`src/design/mlfq_pkg.sv`:
```
// Types and constants of the multilevel feedback queue scheduler.
package mlfq_pkg;

  typedef struct packed {
    logic [1:0]  action;
    logic [15:0] job_id;
    logic [7:0]  job_priority;
    logic [15:0] burst_length;
  } in_t;

  typedef struct packed {
    logic [2:0]  status;
    logic [15:0] out_job_id;
    logic [7:0]  out_priority;
    logic [15:0] out_burst;
    logic [15:0] out_remaining;
    logic [2:0]  out_level;
    logic [31:0] turnaround;
    logic [31:0] clock_now;
  } out_t;

  typedef struct packed {
    logic [15:0] id;
    logic [7:0]  prio;
    logic [15:0] burst;
    logic [15:0] remaining;
    logic [31:0] arrival;
  } entry_t;

  localparam logic ALU_ADD = 1'b0;
  localparam logic ALU_SUB = 1'b1;

  typedef struct packed {
    logic        op;
    logic [31:0] a;
    logic [31:0] b;
  } alu_req_t;

  typedef struct packed {
    logic [31:0] y;
    logic        cout;
  } alu_rsp_t;

  localparam logic [1:0] ACT_CREATE      = 2'd0;
  localparam logic [1:0] ACT_RUN_ARRIVAL = 2'd1;
  localparam logic [1:0] ACT_RUN_ANY     = 2'd2;
  localparam logic [1:0] ACT_NONE        = 2'd3;

  localparam logic [2:0] ST_CREATED   = 3'd0;
  localparam logic [2:0] ST_REQUEUED  = 3'd1;
  localparam logic [2:0] ST_FINISHED  = 3'd2;
  localparam logic [2:0] ST_FULL      = 3'd3;
  localparam logic [2:0] ST_ARR_EMPTY = 3'd4;
  localparam logic [2:0] ST_ALL_EMPTY = 3'd5;

  localparam logic [15:0] QUANTUM_RESET = 16'd20;

endpackage

```
`src/design/mlfq_alu.sv`:
```
// Shared 32-bit add/subtract unit of the scheduler.
module mlfq_alu (
  input  mlfq_pkg::alu_req_t req,
  output mlfq_pkg::alu_rsp_t rsp
);

  logic [32:0] sum;

  always_comb begin
    if (req.op == mlfq_pkg::ALU_SUB) begin
      sum = {1'b0, req.a} - {1'b0, req.b};
    end else begin
      sum = {1'b0, req.a} + {1'b0, req.b};
    end
    rsp.y    = sum[31:0];
    rsp.cout = sum[32];
  end

endmodule

```
`config.mk`:
```
export PLATFORM = sky130hd
export DESIGN_NAME = mlfq_alu
export DESIGN_NICKNAME = d
export VERILOG_FILES = /design/src/design/mlfq_pkg.sv /design/src/design/mlfq_alu.sv
export SDC_FILE = /design/constraint.sdc
export NUM_CORES = 1
export LEC_CHECK = 0
export ABC_CLOCK_PERIOD_IN_PS = 5200
export CORE_AREA = 10 10 92 78
export DETAILED_ROUTE_END_ITERATION = 16
export DIE_AREA = 0 0 102 88
export DONT_BUFFER_PORTS = 1
export MAX_ROUTING_LAYER = met4
export PLACE_DENSITY = 0.71
export SETUP_SLACK_MARGIN = 0.5
export SLEW_MARGIN = 10
export SYNTH_ARGS = -nofsm -noshare
export SYNTH_HDL_FRONTEND = slang
export SYNTH_SLANG_ARGS = --single-unit
export TNS_END_PERCENT = 50
```
`constraint.sdc`:
```
create_clock -name vclk -period 5.2
set_clock_uncertainty 0.15 [all_clocks]
set_input_delay 0.78 -clock vclk [all_inputs]
set_output_delay 0.78 -clock vclk [all_outputs]
set_load 0.05 [all_outputs]
```
==> impl_results.md <==
- Die Width: 102 um
- Final hold vios: 0
- Hold endpoint: rsp[1]
- Global-route wire length before repair: 13810 um
- Cell breakdown of the critical path: nor3_4 -> and3_4 -> and2_4 -> nand2_4 -> nor2_4 -> nor2_2 -> xnor2_1 -> ha_2 -> buf_6 -> and4_4 -> nand4_1 -> a211oi_2 -> nor3_4 -> a31oi_4 -> a211oi_2 -> xnor2_1 -> buf_4
- Total gr overflow: 0
- CP top delay family: simple AND/OR/NAND/NOR gates
- Hold_sp: req[0]
- IO Pins: 98
- Via density: 6.235
- Min cycle time layout: 4712 ps
- Storage element area: 0 um^2
- Core Footprint: 5345 um^2
- Layout clock buffers: 0
- Nets@finish: 516
- Setup violators final: 0
- Rows: 24
- Die area: 8976 um^2
- Slew Limit Fails: 0
- Crit path launch: req[2]
- Mapped Area: 2582 um^2
- Sequential cells: 0
- Worst Hold Path Cells: 2
- Mapped Cells: 373
- Commonest non-fill, non-tap cells in the layout: buf_4, xnor2_1, nor2_1, a21oi_1, nand2_1
- Ys Warns: 0
- CP max FO: 6
- Worst Setup End Kind: primary output
- Port Buffers: 0
- Unrepaired setup endpoints after global routing: true
- Antenna violations before repair: 0
- Max Cap Violations: 0
- Synth area leaders: ha_1, xnor2_1, a21oi_1
- Setup total negative slack: 0 ps
- Status: completed
- Maximum clock rate: 212.2 MHz
- Remaining antenna violation count after routing: 0
- N_diodes: 0
- Initial Util: 48.31%
- Hold WC Path Type: input pin to primary output
- Layout cells sized above 1: 31.33%
- Max_slew headroom: 25.39%
- Slowest cell delay on critical path: 400 ps
- Power per Cell Area: 292.7 nW/um^2
- DR WL/cell: 19.41 um
- VDD IR max: 0.1727 mV
- Hpwl dp: 7189 um
- Die Ht: 88 um
- Final Worst Setup Slack: 488.3 ps
- Synth area leader: ha_1
- Period Utilization, post-route: 90.61%
- DR vias: 2993
- DR DRC count: 0
- Gr usage total: 19.07%
- Setup CP Type: input pin to primary output
- CP max stage cell: a211oi_2
- Synth top area share: 15.99%
- Area grow syn2layout: 32.85%
- Worst slack, placed: 60.03 ps
- Startpoint types: input pin
- Worst Path Buf+Inv: 2
- Detailed Route Iter0 Violations: 245
- Net Count, Synth: 472
- Critical Path RT: 4270 ps
- CP arrival: 3780 ps
- Leak Pwr: 0.001420 uW
- DRT Pass-1 Iters: 5
- GP Congestion: 1.083
- Commonest non-fill, non-tap cell in the layout: buf_4
- Number of distinct library cells after synthesis: 58
- Worst-Margin Slew: 1111 ps
- Vias in the first global route: 2811
- Final wirelength: 9318 um
- Register area share after synthesis: 0%
- Syn_area_per_cell: 6.924 um^2
- Largest net degree at the start of global routing: 33
cell families (layout without fill, tap and decap cells):
kind of cell,count (synthesis),after routing,synth area share [%]
buf+inv,25,67,4.941
simple gates,132,132,25.48
compound gates,122,122,32.41
xor+xnor,59,59,20.01
mux,1,1,0.3876
fa+ha+maj,34,34,16.76
what timing repair did:
action	in CTS	in global routing
cloned	0	0
resized for setup	23	57
setup endpoints to repair	10	15
pin swaps	12	32
buffers inserted	8	14
hold buffers	0	0
per-stage QoR:
| step | area, um^2 | total power, uW | hold slack, ps | std cells | utilization, % |
|---|---|---|---|---|---|
| finish | 3431 | 1004 | 1710 | 480 | 64.19 |
| global route | 3431 | 1064 | 1737 | 480 | 64.19 |
| CTS | 3075 | 918.6 | 1715 | 466 | 57.54 |
| detailed placement | 2892 | 887.3 | 1715 | 458 | 54.10 |
| global placement | 2892 | 879.1 | 1711 | 458 | 54.10 |
| floorplan | 2640 | 688.3 | 1701 | 373 | - |
worst max-delay path by stage:
stage          slack [ps]  cells past startpoint  endpoint
3_3_place_gp          110                     14   rsp[26]
2_1_floorplan         340                     14   rsp[30]
5_1_grt               320                     17   rsp[30]
3_5_place_dp           60                     14   rsp[26]
4_1_cts               500                     14    rsp[0]
6_report              490                     17   rsp[30]
power breakdown:
group	internal, uW	leakage, uW	total [uW]	switching, uW
clock network	0	0	0	0
registers	0	0	0	0
logic	364	0.00142	1000	640
total	364	0.00142	1000	640
per-layer routing:
metal | global-route usage (%) | part of all wire, % | vias up
met4 | 3.964 | 2.0 | 0
met2 | 29.94 | 46 | 166
met5 | - | 0 | -
met1 | 24.08 | 41 | 1355
li1 | - | - | 1450
met3 | 4.803 | 11 | 22
cell type report:
class                           count  area [um^2]
Fill cell                         450         1914
Inverter                           14        52.55
Multi-Input combinational cell    348         2855
Tap cell                           65        81.33
Timing Repair Buffer               53        441.7
cell usage after synthesis (2+ instances only):
cell type  instances
a21boi_0           2
a31oi_1            8
o22ai_1            2
o21ai_0           14
nor3b_1            3
xnor2_1           46
xor2_1            13
a211oi_1           5
o21ai_1            4
a31oi_2            2
nor2b_1            8
and3_1             5
a21oi_1           43
nand2_1           26
and2_1             2
buf_4              2
nor3_1            12
inv_1             14
o21bai_1           2
nand2b_1           5
buf_2              3
nand4_1            9
buf_6              3
nor4_1             6
o21a_1             8
or2_2              2
nor2_1            42
a211oi_2           3
ha_1              33
nand3_1            4
a21o_1            14
clkbuf_1           2
(Power assumes the default switching activity.)
